File: src/rtl/f2i_pkg.sv
`default_nettype none
package f2i_pkg;

	typedef struct packed {
		logic [2:0]  round_mode;
		logic [63:0] value_bits;
	} f2i_in_t;

	typedef struct packed {
		logic signed [31:0] int_result;
		logic               overflow;
	} f2i_out_t;

	localparam logic [2:0]  MODE_NEAREST = 3'd0;
	localparam logic [2:0]  MODE_FLOOR   = 3'd1;
	localparam logic [2:0]  MODE_CEIL    = 3'd2;
	localparam logic [10:0] EXP_ALL_ONES = 11'h7FF;
	localparam logic [10:0] EXP_UNIT     = 11'd1075;

endpackage
`default_nettype wire

File: src/rtl/fp64_to_int32_rounding.sv
`default_nettype none
// Channel  Direction  Struct     Handshake
// in       input      f2i_in_t   in_valid / in_stall
// out      output     f2i_out_t  out_valid / out_stall
//
// One beat is accepted per cycle while in_stall is low. Each result passes
// through four register stages (decode, align, round, range check) before
// it is presented. The whole pipeline advances together; a stall at the output
// freezes every stage, so in_stall follows out_stall whenever the last stage
// holds a beat, even if earlier stages hold bubbles.
// Reset clears only the stage valid bits.
module fp64_to_int32_rounding
	import f2i_pkg::*;
(
	input  wire logic     clk,
	input  wire logic     arst_n,
	input  wire logic     in_valid,
	output logic          in_stall,
	input  wire f2i_in_t  in_data,
	output logic          out_valid,
	input  wire logic     out_stall,
	output f2i_out_t      out_data
);

	logic v_s1, v_s2, v_s3, v_s4;
	logic adv;

	// A stage may move when the last stage is empty or draining.
	assign adv      = !v_s4 || !out_stall;
	assign in_stall = !adv;

	// Stage 1: decode fields.
	logic        inv_s1, spec_s1, neg_s1;
	logic [1:0]  mode_s1;
	logic [52:0] sig_s1;
	logic [10:0] r_s1;

	// Stage 2: alignment.
	logic        inv_s2, spec_s2, neg_s2, sticky_s2, half_s2, lowz_s2;
	logic [1:0]  mode_s2;
	logic [33:0] ip_s2;

	// Stage 3: rounding.
	logic        inv_s3, spec_s3, neg_s3;
	logic [34:0] mag_s3;

	f2i_out_t res_s4;

	always_ff @(posedge clk or negedge arst_n) begin
		if (!arst_n) begin
			v_s1 <= 1'b0;
			v_s2 <= 1'b0;
			v_s3 <= 1'b0;
			v_s4 <= 1'b0;
		end else if (adv) begin
			v_s1 <= in_valid;
			v_s2 <= v_s1;
			v_s3 <= v_s2;
			v_s4 <= v_s3;
		end
	end

	// Decode.
	logic [10:0] e_c;
	always_comb begin
		e_c = in_data.value_bits[62:52];
	end

	always_ff @(posedge clk) begin
		if (adv) begin
			inv_s1  <= in_data.round_mode[2];
			mode_s1 <= in_data.round_mode[1:0];
			neg_s1  <= in_data.value_bits[63];
			spec_s1 <= (e_c == EXP_ALL_ONES) || (e_c >= EXP_UNIT);
			sig_s1  <= {(e_c != 11'd0), in_data.value_bits[51:0]};
			r_s1    <= EXP_UNIT - ((e_c == 11'd0) ? 11'd1 : e_c);
		end
	end

	// Align: a right shift of the significand by r, keeping the integer
	// part (34 bits cover every in-range magnitude plus overflow), the
	// half bit and whether anything below it is set. Large integer parts
	// saturate so overflow is still seen.
	logic [116:0] ext_c;
	logic [116:0] sh_c;
	logic         big_c;
	always_comb begin
		ext_c = {sig_s1, 64'd0};
		big_c = (r_s1 >= 11'd64);
		sh_c  = big_c ? 117'd0 : (ext_c >> r_s1[5:0]);
	end

	always_ff @(posedge clk) begin
		if (adv) begin
			inv_s2    <= inv_s1;
			spec_s2   <= spec_s1;
			neg_s2    <= neg_s1;
			mode_s2   <= mode_s1;
			ip_s2     <= (|sh_c[116:98]) ? {34{1'b1}} : sh_c[97:64];
			half_s2   <= sh_c[63];
			sticky_s2 <= big_c ? (|sig_s1) : (|sh_c[62:0]);
			lowz_s2   <= 1'b0;
		end
	end

	// Round.
	logic frz_c, up_c;
	always_comb begin
		frz_c = !half_s2 && !sticky_s2 && !lowz_s2;
		case ({1'b0, mode_s2})
			MODE_NEAREST: up_c = half_s2 && (sticky_s2 || ip_s2[0]);
			MODE_FLOOR:   up_c = neg_s2 && !frz_c;
			MODE_CEIL:    up_c = !neg_s2 && !frz_c;
			default:      up_c = 1'b0;
		endcase
	end

	always_ff @(posedge clk) begin
		if (adv) begin
			inv_s3  <= inv_s2;
			spec_s3 <= spec_s2;
			neg_s3  <= neg_s2;
			mag_s3  <= {1'b0, ip_s2} + {34'd0, up_c};
		end
	end

	// Range check and sign.
	logic        ovf_c;
	logic [31:0] val_c;
	always_comb begin
		ovf_c = neg_s3 ? (mag_s3 > 35'h080000000) : (mag_s3 > 35'h07FFFFFFF);
		val_c = neg_s3 ? (32'd0 - mag_s3[31:0]) : mag_s3[31:0];
	end

	always_ff @(posedge clk) begin
		if (adv) begin
			if (inv_s3) begin
				res_s4.int_result <= -32'sd1;
				res_s4.overflow   <= 1'b0;
			end else if (spec_s3 || ovf_c) begin
				res_s4.int_result <= 32'sd0;
				res_s4.overflow   <= 1'b1;
			end else begin
				res_s4.int_result <= val_c;
				res_s4.overflow   <= 1'b0;
			end
		end
	end

	assign out_valid = v_s4;
	assign out_data  = res_s4;

endmodule
`default_nettype wire

File: config.mk
export PLATFORM = sky130hd
export DESIGN_NAME = fp64_to_int32_rounding
export DESIGN_NICKNAME = d
export VERILOG_FILES = /design/src/rtl/f2i_pkg.sv /design/src/rtl/fp64_to_int32_rounding.sv
export SDC_FILE = /design/constraint.sdc
export NUM_CORES = 1
export LEC_CHECK = 0
export BUFFER_PORTS_ARGS = -buffer_cell sky130_fd_sc_hd__clkbuf_2
export CELL_PAD_IN_SITES_DETAIL_PLACEMENT = 1
export CELL_PAD_IN_SITES_GLOBAL_PLACEMENT = 1
export CORE_ASPECT_RATIO = 0.7
export CORE_MARGIN = 1
export CORE_UTILIZATION = 49
export DETAILED_ROUTE_END_ITERATION = 8
export GPL_ROUTABILITY_DRIVEN = 0
export GPL_TIMING_DRIVEN = 1
export HOLD_SLACK_MARGIN = 0.12
export PLACE_DENSITY_LB_ADDON = 0.1
export SYNTH_ARGS = -nofsm -noshare
export SYNTH_HDL_FRONTEND = slang
export SYNTH_SLANG_ARGS = --single-unit
File: constraint.sdc
create_clock -name clk -period 10.4 [get_ports clk]
set_clock_uncertainty 0.05 [all_clocks]
set_input_delay 3.12 -clock clk [delete_from_list [all_inputs] [get_ports clk]]
set_output_delay 3.12 -clock clk [all_outputs]
set_load 0.03 [all_outputs]
; Word level (Yosys, flattened, before mapping)
; Cells that the tools add are included.
[word_totals]
in_bits = 71
register_bits = 185
word_cells = 62
[classes]
n_eq_ne = 3
mux = 7
n_shift = 1
n_reduce_logical = 21
add_sub_neg = 3
magnitude_cmp = 4
[ops]
columns = op, count
row1 = 117-bit two-way mux, 1
row2 = 117-bit by 6-bit right shift with 117-bit output, 1
row3 = 63-bit OR reduction, 1
row4 = 53-bit OR reduction, 1
row5 = 34-bit by 1-bit adder with 35-bit output, 1
row6 = 35-bit by 31-bit greater-than comparator with 1-bit output (second input constant), 1
row7 = 35-bit by 32-bit greater-than comparator with 1-bit output (second input constant), 1
row8 = 33-bit two-way mux, 1
row9 = 32-bit two-way mux, 1
row10 = 1-bit by 32-bit subtractor with 32-bit output (first input constant), 1
row11 = 19-bit OR reduction, 1
row12 = 11-bit equality test (second input constant), 1
row13 = 11-bit greater-or-equal comparator (second input constant), 1
row14 = 11-bit by 7-bit greater-or-equal comparator with 1-bit output (second input constant), 1
row15 = 11-bit zero test, 1
row16 = 11-bit two-way mux, 1
row17 = 11-bit nonzero test, 1
row18 = 11-bit subtractor (first input constant), 1
row19 = 1-bit zero test, 7
row20 = 1-bit logical AND, 4
row21 = 1-bit logical OR, 4
row22 = 1-bit one-hot mux with 3 select lines, 1
row23 = 2-bit by 1-bit equality test with 1-bit output (second input constant), 1
row24 = 2-bit equality test (second input constant), 1
row25 = other kinds (2), 3

; Depth between registers and ports, before layout
; Gate-level depths: netlist of run 1.
[depth]
depth_word = 6
mapped_depth = 17
ltp_nobuf = 17

; Least setup slack after synthesis of run 1
; Ideal clock, no wire load.
[synth_timing]
kind = input-to-output
startpoint = in out_stall
endpoint = out in_stall
slack_ps = -864
stages = 2
required_ps = 7230
path_buffers = 0
arrival_time_ps = 8094
cell_sequence = nand2_1 inv_1
[synth_between]
elab_chain_len = 3
[synth_lines]
columns = item, line
row1 = "start, declared", fp64_to_int32_rounding.sv:21  ; input wire logic out_stall,
row2 = 1-bit zero test, fp64_to_int32_rounding.sv:29  ; assign adv = !v_s4 || !out_stall;
row3 = 1-bit logical OR, fp64_to_int32_rounding.sv:29
row4 = 1-bit zero test, fp64_to_int32_rounding.sv:30  ; assign in_stall = !adv;
row5 = "end, declared", fp64_to_int32_rounding.sv:18  ; output logic in_stall,
; No other way between the ends.

; Final worst setup path of run 1
; Ends and elaborated chain as after synthesis.

==> parameters.txt, run 1 <==
Parameter                              Value

Run status
  Run status    completed

Timing
  Worst-margin pin slew    1.25 ns
  Max Clock Freq    136 MHz
  Post-route minimum period    7.33 ns
  Setup repair after global routing missed its margin    no
  Setup TNS    0 ns
  Max-slew violation count    0
  Final setup viols    0
  Final clock period utilization by the worst path    0.705
  Final worst-path setup slack    3.07 ns
  Normalized max-slew margin    0.164
  Count of final hold-check violations    0
  Fin Hold WS    0.373 ns

Global routing
  Remaining global-route overflow    0
  Overall routing resource usage    0.274
  Pin count of the biggest net entering global routing    115
  Global-route wire length before repair    49700 um
  Vias in the first global route    8610
  Antenna violations before repair    0

Synthesis
  Most instantiated flip-flop cell in the synthesis netlist    sky130_fd_sc_hd__edfxtp_1
  Fraction of synthesized cell area taken by the top area cell type    0.475
  Gate count after technology mapping    941
  Number of warnings issued by yosys    0
  Top-count cell post-synth    sky130_fd_sc_hd__edfxtp_1
  Number of enable-type register cells in the synthesized netlist    181
  Proportion of synthesized flip-flops having asynchronous set or reset    0.0216
  Net Count, Synth    1021
  Most numerous cell types in the synthesized netlist    181 x sky130_fd_sc_hd__edfxtp_1, 54 x sky130_fd_sc_hd__nand2_1, 52 x sky130_fd_sc_hd__nor2_1, 47 x sky130_fd_sc_hd__mux2_2, 41 x sky130_fd_sc_hd__xor2_1
  Post-synthesis cell type count    67
  Post-Syn Area    0.0114 mm^2
  Sequential share of the synthesized area    0.484
  Cell types occupying the most area after synthesis    sky130_fd_sc_hd__edfxtp_1 48%, sky130_fd_sc_hd__mux4_2 6.3%, sky130_fd_sc_hd__mux2_2 4.6%
  Number of register bits inferred by synthesis    185
  Avg Synthesized Cell Area    12.2 um^2
  Top cell type by total area after synthesis    sky130_fd_sc_hd__edfxtp_1

Power and ir drop
  Worst IR Drop VDD    0.000138 V
  Leakage Power    4.65 nW
  Power per Cell Area    252 mW/mm^2
  Power consumption    0.00321 W

Clock tree
  Post-cts repair resize count    0
  Number of post-CTS setup repair buffers    0
  Number of clock sinks    185
  CTS tree    done
  Worst-path clk slew    0.07 ns
  H-tree levels    4
  Source-to-sink clock delay at the later pin of the worst-skew pair    0.44 ns
  Cts bufs inserted    17
  Worst-case clock buffer depth    2
  Root buffer selected by CTS    sky130_fd_sc_hd__clkbuf_16
  Total of hold buffers inserted after clock tree synthesis    0

Critical path
  Critical path data arrival time    4.16 ns
  Worst Setup End Kind    output pin
  Critical path buffers and inverters    3
  Cell family with most CP delay    simple AND/OR/NAND/NOR gates
  Crit path cell chain    clkbuf_2 > nand2_8 > inv_1 > clkbuf_2
  Category of the most critical setup path    primary input to output pin
  Most common cell on crit path    sky130_fd_sc_hd__clkbuf_2
  Required time of the critical path    7.23 ns
  Cell at the slowest stage of the critical path    sky130_fd_sc_hd__nand2_8
  Largest incremental delay on the critical path    0.59 ns
  Nature of the critical path startpoint    primary input
  Register-to-register path setup slack    5.09 ns
  Highest net fanout along the worst path    114

Routing
  Count of vias placed by the detailed router    8678
  Post-detailed-route DRC marker count    0
  Number of vias per cell    6.46
  Post-DR wirelength/cell    23.5 um
  Total Routed Length    31600 um
  Number of DRC markers in iteration 0    913
  Antenna Nets Post-Route    0
  Number of iterations in the first detailed-routing pass    6

Placed design
  Place WS    3.01 ns
  Number of cells in the design after placement    1312
  PortBufs    105
  Total half-perimeter wirelength after legalization and detailed placement    23000 um

Floorplan
  Boundary Pins    106
  Starting density of the core    0.502
  Vert. Die Dim    130 um
  Area of the die    0.0240 mm^2
  Core area    0.0228 mm^2
  Number of rows created at floorplan    46
  Die span in x    185 um

Job
  Total of max-cap violations    0

Finish
  Count of placed standard cells in the final layout, fillers left out    1344
  Layout cells sized above 1    0.230
  Final layout net count    1099
  ANT cells    0
  Area growth, synth to finish    11.5%

Hold path
  Worst min-delay path category    register to register
worst reg2reg max path, cell delays in order (launching register included):
cell	delay (ns)
sky130_fd_sc_hd__edfxtp_1	0.46
sky130_fd_sc_hd__buf_4	0.78
sky130_fd_sc_hd__mux4_1	0.71
sky130_fd_sc_hd__mux2i_1	0.63
sky130_fd_sc_hd__and2_1	0.25
sky130_fd_sc_hd__o21a_1	0.13
sky130_fd_sc_hd__a41oi_1	0.15
sky130_fd_sc_hd__nor4_2	1.07
sky130_fd_sc_hd__inv_2	0.35
sky130_fd_sc_hd__o311a_1	0.48
path summary, 6_finish.rpt:
kind | startpoint | to | depth (start not counted)
worst max-delay path | out_stall | in_stall | 4
worst min-delay path | inv_s1$_DFFE_PN_ | inv_s2$_DFFE_PN_ | 0
worst max register to register | r_s1[0]$_DFFE_PN_ | ip_s2[12]$_SDFFCE_PP1N_ | 9
worst min register to register | inv_s1$_DFFE_PN_ | inv_s2$_DFFE_PN_ | 0
max in group asynchronous | arst_n | out_valid$_DFFE_PN0N_ | 1
min in group asynchronous | arst_n | v_s1$_DFFE_PN0N_ | 1
state kept, by name, indices dropped and copies added, names as in the netlist, 2 cells and up:
| register | count |
|---|---|
| ip_s2 | 34 |
| mag_s3 | 35 |
| mode_s1 | 2 |
| mode_s2 | 2 |
| out_data | 33 |
| r_s1 | 11 |
| sig_s1 | 53 |
area by class of cell:
cell class | instances | area [um^2]
inverter | 19 | 71.3
multi-input combinational | 682 | 5590
sequential | 185 | 5540
clock buffer | 18 | 439
tap | 312 | 390
clock inverter | 14 | 131
fill | 2373 | 10000
timing repair buffer | 114 | 593
power breakdown:
group / switching, W / leakage (nW) / internal [W] / total (W)
clock network: 0.000321 / 0.273 / 0.000323 / 0.000644
logic: 0.000790 / 2.48 / 0.000467 / 0.00126
registers: 0.000210 / 1.90 / 0.00110 / 0.00131
stage by stage:
step	area, um^2	utilization
floorplan	11400	-
global placement	12200	0.534
detailed placement	12200	0.534
CTS	12800	0.560
global route	12800	0.560
finish	12800	0.560
kinds of logic (layout without fill, tap and decap cells):
family | after synthesis | in the layout | share of synthesized area
fa+ha+maj | 9 | 9 | 0.00984
xor+xnor | 70 | 70 | 0.0536
compound gates | 228 | 228 | 0.139
flops | 185 | 185 | 0.484
buf+inv | 74 | 165 | 0.0288
mux | 123 | 123 | 0.171
simple gates | 252 | 252 | 0.115
placed cells by master (no fill, tap or decap), drive strengths merged, types with 28 or more instances in the layout:
cell type / instances
a21oi: 37
clkbuf: 123
edfxtp: 181
mux2: 47
mux2i: 28
mux4: 48
nand2: 54
nor2: 52
nor4: 28
o21ai: 28
o21bai: 32
xnor2: 29
xor2: 41
layer usage:
layer	wire (um)	vias to the layer above	track usage
li1	-	3909	-
met1	14500	4347	0.400
met2	13400	391	0.392
met3	3360	31	0.0955
met4	308	0	0.0564
met5	0	-	0
(Power assumes the default switching activity.)
==> run 2, diff against run 1 <==
--- a/config.mk
+++ b/config.mk
@@ -5,12 +5,13 @@
 export SDC_FILE = /design/constraint.sdc
 export NUM_CORES = 1
 export LEC_CHECK = 0
+export ABC_AREA = 1
 export BUFFER_PORTS_ARGS = -buffer_cell sky130_fd_sc_hd__clkbuf_2
 export CELL_PAD_IN_SITES_DETAIL_PLACEMENT = 1
 export CELL_PAD_IN_SITES_GLOBAL_PLACEMENT = 1
 export CORE_ASPECT_RATIO = 0.7
 export CORE_MARGIN = 1
-export CORE_UTILIZATION = 49
+export CORE_UTILIZATION = 41
 export DETAILED_ROUTE_END_ITERATION = 8
 export GPL_ROUTABILITY_DRIVEN = 0
 export GPL_TIMING_DRIVEN = 1
==> constraint.sdc (replaced) <==
create_clock -name clk -period 6.57 [get_ports clk]
set_clock_uncertainty 0.05 [all_clocks]
set_input_delay 1.971 -clock clk [delete_from_list [all_inputs] [get_ports clk]]
set_output_delay 1.971 -clock clk [all_outputs]
set_load 0.03 [all_outputs]
==> run 2 against run 1 <==
Utilization is 9.5 points lower; sequential share of layout area is 2.4 points lower; design area is 5.9% higher; clock power is 63% higher; via count is 30% higher.
==> parameters.txt, run 2 <==
Parameter                              Value

Timing
  Post-route minimum period    4.80 ns
  Count of final hold-check violations    0 (unchanged)
  Final clock period utilization by the worst path    0.730
  Max Clock Freq    208 MHz
  Setup TNS    0 ns (unchanged)
  Final setup viols    0 (unchanged)
  Normalized max-slew margin    0.354 (was 0.164)
  Worst-margin pin slew    0.969 ns (was 1.25 ns)
  Max-slew violation count    0 (unchanged)
  Setup repair after global routing missed its margin    no (unchanged)
  Final worst-path setup slack    1.77 ns (was 3.07 ns)

Synthesis
  XOR/XNOR Fraction of Synth Area    0.0437 (was 0.0536)
  Number of warnings issued by yosys    0 (unchanged)
  Basic-gate share of the synthesized area counting and, or, nand and nor cells    0.378 (was 0.115)
  Number of enable-type register cells in the synthesized netlist    181 (unchanged)
  Complex-gate fraction of the synthesized area    0.0602 (was 0.139)
  Multiplexer area fraction after synthesis    0 (was 0.171)
  Post-Syn Area    0.0122 mm^2 (was 0.0114 mm^2)
  Gate count after technology mapping    1573 (was 941)
  Most instantiated flip-flop cell in the synthesis netlist    sky130_fd_sc_hd__edfxtp_1 (unchanged)
  Most numerous cell types in the synthesized netlist    471 x sky130_fd_sc_hd__nand2_1, 361 x sky130_fd_sc_hd__nand3_1, 181 x sky130_fd_sc_hd__edfxtp_1, 103 x sky130_fd_sc_hd__nor2_1, 66 x sky130_fd_sc_hd__inv_1 (was 181 x sky130_fd_sc_hd__edfxtp_1, 54 x sky130_fd_sc_hd__nand2_1, 52 x sky130_fd_sc_hd__nor2_1, 47 x sky130_fd_sc_hd__mux2_2, 41 x sky130_fd_sc_hd__xor2_1)
  Adder-cell share of the synthesized area    0.00921 (was 0.00984)
  Top-count cell post-synth    sky130_fd_sc_hd__nand2_1 (was sky130_fd_sc_hd__edfxtp_1)
  Post-synthesis cell type count    52 (was 67)
  Top cell type by total area after synthesis    sky130_fd_sc_hd__edfxtp_1 (unchanged)
  Proportion of synthesized flip-flops having asynchronous set or reset    0.0216 (unchanged)
  Sequential share of the synthesized area    0.453 (was 0.484)
  Number of register bits inferred by synthesis    185 (unchanged)
  Net Count, Synth    1653 (was 1021)
  Main combinational cell family by area after synthesis    simple AND/OR/NAND/NOR gates (was multiplexers)
  Fraction of synthesized cell area taken by the top area cell type    0.445 (was 0.475)
  Cell types occupying the most area after synthesis    sky130_fd_sc_hd__edfxtp_1 44%, sky130_fd_sc_hd__nand3_1 15%, sky130_fd_sc_hd__nand2_1 14% (was sky130_fd_sc_hd__edfxtp_1 48%, sky130_fd_sc_hd__mux4_2 6.3%, sky130_fd_sc_hd__mux2_2 4.6%)
  Avg Synthesized Cell Area    7.77 um^2 (was 12.2 um^2)

Placed design
  Total half-perimeter wirelength after legalization and detailed placement    27900 um (was 23000 um)
  PortBufs    105 (unchanged)
  Number of cells in the design after placement    1985 (was 1312)
  Place WS    1.73 ns (was 3.01 ns)

Finish
  Final layout net count    1706 (was 1099)
  Top Registers    sig_s1 (53), mag_s3 (35), ip_s2 (34) (unchanged)
  Area growth, synth to finish    10.4% (was 11.5%)
  Leading cell types in the layout, fill and taps excluded    470 x sky130_fd_sc_hd__nand2_1, 361 x sky130_fd_sc_hd__nand3_1, 181 x sky130_fd_sc_hd__edfxtp_1, 105 x sky130_fd_sc_hd__clkbuf_2, 103 x sky130_fd_sc_hd__nor2_1 (was 181 x sky130_fd_sc_hd__edfxtp_1, 105 x sky130_fd_sc_hd__clkbuf_2, 53 x sky130_fd_sc_hd__nand2_1, 52 x sky130_fd_sc_hd__nor2_1, 47 x sky130_fd_sc_hd__mux2_2)
  Count of placed standard cells in the final layout, fillers left out    2017 (was 1344)
  Number of flip-flops under the largest register name    53 (unchanged)
  Register bank with the most flops    sig_s1 (unchanged)
  Layout cells sized above 1    0.111 (was 0.230)
  Final standard cell utilization of the core    0.464 (was 0.560)
  ANT cells    0 (unchanged)
  Leading cell type in the layout, fill and taps excluded    sky130_fd_sc_hd__nand2_1 (was sky130_fd_sc_hd__edfxtp_1)

Critical path
  Worst Setup End Kind    output pin (unchanged)
  Most common cell on crit path    sky130_fd_sc_hd__clkbuf_2 (unchanged)
  Launching point of the worst reg2reg path    r_s1[1]$_DFFE_PN_ (was r_s1[0]$_DFFE_PN_)
  Cell at the slowest stage of the critical path    sky130_fd_sc_hd__nand2_8 (unchanged)
  Category of the most critical setup path    primary input to output pin (unchanged)
  Worst Reg2Reg Path Length in Cells    12 (was 9)
  Required time of the critical path    4.55 ns (was 7.23 ns)
  Largest incremental delay on the critical path    0.23 ns (was 0.59 ns)
  Destination of the worst register-to-register timing path    ip_s2[1]$_SDFFCE_PP1N_ (was ip_s2[12]$_SDFFCE_PP1N_)
  Nature of the critical path startpoint    primary input (unchanged)
  Crit path cell chain    clkbuf_2 > nand2_8 > inv_1 > clkbuf_2 (unchanged)
  First element of the critical path    out_stall (unchanged)
  CP endpoint    in_stall (unchanged)
  Register-to-register path setup slack    2.46 ns (was 5.09 ns)
  Critical path data arrival time    2.78 ns (was 4.16 ns)
  Highest net fanout along the worst path    52 (was 114)

Routing
  Post-DR wirelength/cell    18.2 um (was 23.5 um)
  Number of vias per cell    5.60 (was 6.46)
  Total Routed Length    36700 um (was 31600 um)
  Post-detailed-route DRC marker count    0 (unchanged)
  Number of iterations in the first detailed-routing pass    5 (was 6)
  Antenna Nets Post-Route    0 (unchanged)
  Count of vias placed by the detailed router    11.3k (was 8678)
  Number of DRC markers in iteration 0    799 (was 913)

Clock tree
  Number of clock sinks    185 (unchanged)
  H-tree levels    4 (unchanged)
  Worst-path clk slew    0.07 ns (about the same)
  Cts bufs inserted    17 (unchanged)
  CTS tree    done (unchanged)
  Number of post-CTS setup repair buffers    0 (unchanged)
  Root buffer selected by CTS    sky130_fd_sc_hd__clkbuf_16 (unchanged)
  Source-to-sink clock delay at the later pin of the worst-skew pair    0.47 ns (was 0.44 ns)
  Post-cts repair resize count    0 (unchanged)
  Total of hold buffers inserted after clock tree synthesis    0 (unchanged)
  Worst-case clock buffer depth    2 (unchanged)

Floorplan
  Vert. Die Dim    146 um (was 130 um)
  Number of rows created at floorplan    52 (was 46)
  Die span in x    208 um (was 185 um)
  Starting density of the core    0.420 (was 0.502)
  Boundary Pins    106 (unchanged)
  Core area    0.0291 mm^2 (was 0.0228 mm^2)
  Area of the die    0.0305 mm^2 (was 0.0240 mm^2)

Power and ir drop
  Leakage Power    5.88 nW (was 4.65 nW)
  Power per Cell Area    408 mW/mm^2 (was 252 mW/mm^2)
  Worst IR Drop VDD    0.000201 V (was 0.000138 V)
  Power consumption    0.00551 W (was 0.00321 W)

Hold path
  Worst min-delay path category    register to register (unchanged)

Global routing
  Remaining global-route overflow    0 (unchanged)
  Pin count of the biggest net entering global routing    75 (was 115)
  Antenna violations before repair    0 (unchanged)
  Vias in the first global route    11.2k (was 8610)
  Global-route wire length before repair    60500 um (was 49700 um)
  Overall routing resource usage    0.251 (was 0.274)

Run status
  Run status    completed (unchanged)

Job
  Total of max-cap violations    0 (unchanged)
## run 2: changes by cell type after synthesis, moves of 18 or more
cell	previous run	this run
sky130_fd_sc_hd__a31oi_1	3	25
sky130_fd_sc_hd__a211oi_1	21	0
sky130_fd_sc_hd__mux2i_1	28	0
sky130_fd_sc_hd__o21ai_0	28	51
sky130_fd_sc_hd__mux4_2	32	0
sky130_fd_sc_hd__o22ai_1	25	3
sky130_fd_sc_hd__o21bai_1	32	0
sky130_fd_sc_hd__inv_1	17	66
sky130_fd_sc_hd__buf_2	9	27
sky130_fd_sc_hd__nand3_1	16	361
sky130_fd_sc_hd__nor2_1	52	103
sky130_fd_sc_hd__nand2_1	54	471
sky130_fd_sc_hd__mux2_2	47	0
sky130_fd_sc_hd__xnor2_1	29	11
## run 2: how the worst min path moves through the flow
stage                     start          endpoint  slack, ns  depth (start not counted)
6_report       neg_s1$_DFFE_PN_  neg_s2$_DFFE_PN_       0.37                          0
5_1_grt        neg_s1$_DFFE_PN_  neg_s2$_DFFE_PN_       0.38                          0
4_1_cts        neg_s1$_DFFE_PN_  neg_s2$_DFFE_PN_       0.37                          0
3_3_place_gp   inv_s2$_DFFE_PN_  inv_s3$_DFFE_PN_       0.35                          0
2_1_floorplan  inv_s1$_DFFE_PN_  inv_s2$_DFFE_PN_       0.35                          0
3_5_place_dp   neg_s1$_DFFE_PN_  neg_s2$_DFFE_PN_       0.36                          0
## run 2: per-stage QoR
stage | cell area (um^2) | hold slack, ns
floorplan | 12200 | 0.350
global placement | 12900 | 0.354
detailed placement | 12900 | 0.356
CTS | 13500 | 0.373
global route | 13500 | 0.377
finish | 13500 | 0.373
## run 2: area by class of cell
cell class / count / area (um^2)
well taps: 378 / 473
clock inverters: 14 / 146
multi-input cells: 1233 / 6020
inverters: 71 / 269
repair buffers: 118 / 623
fillers: 3613 / 15600
flip-flops and latches: 185 / 5540
clock buffers: 18 / 429
## run 2: layer usage
layer | global-route usage | vias up | share of wire
met5 | 0 | - | 0
li1 | - | 5559 | -
met1 | 0.376 | 5478 | 0.51
met2 | 0.378 | 226 | 0.43
met3 | 0.0396 | 27 | 0.046
met4 | 0.0552 | 0 | 0.0099
## run 2: where the power goes
group / switching, W / internal (W) / total (W)
clock network: 0.000490 / 0.000563 / 0.00105
logic: 0.00173 / 0.000656 / 0.00238
registers: 0.000269 / 0.00180 / 0.00207
total: 0.00249 / 0.00302 / 0.00551
## run 2: worst max-delay path, delay by kind of cell
kind	cells	cell delay, ns
AND/OR/NAND/NOR	1	0.23
buffers and inverters	3	0.56
## run 2: cells by family after synthesis
family,count (synthesis)
simple gates,1037
flops,185
buf+inv,155
compound gates,126
xor+xnor,61
fa+ha+maj,9
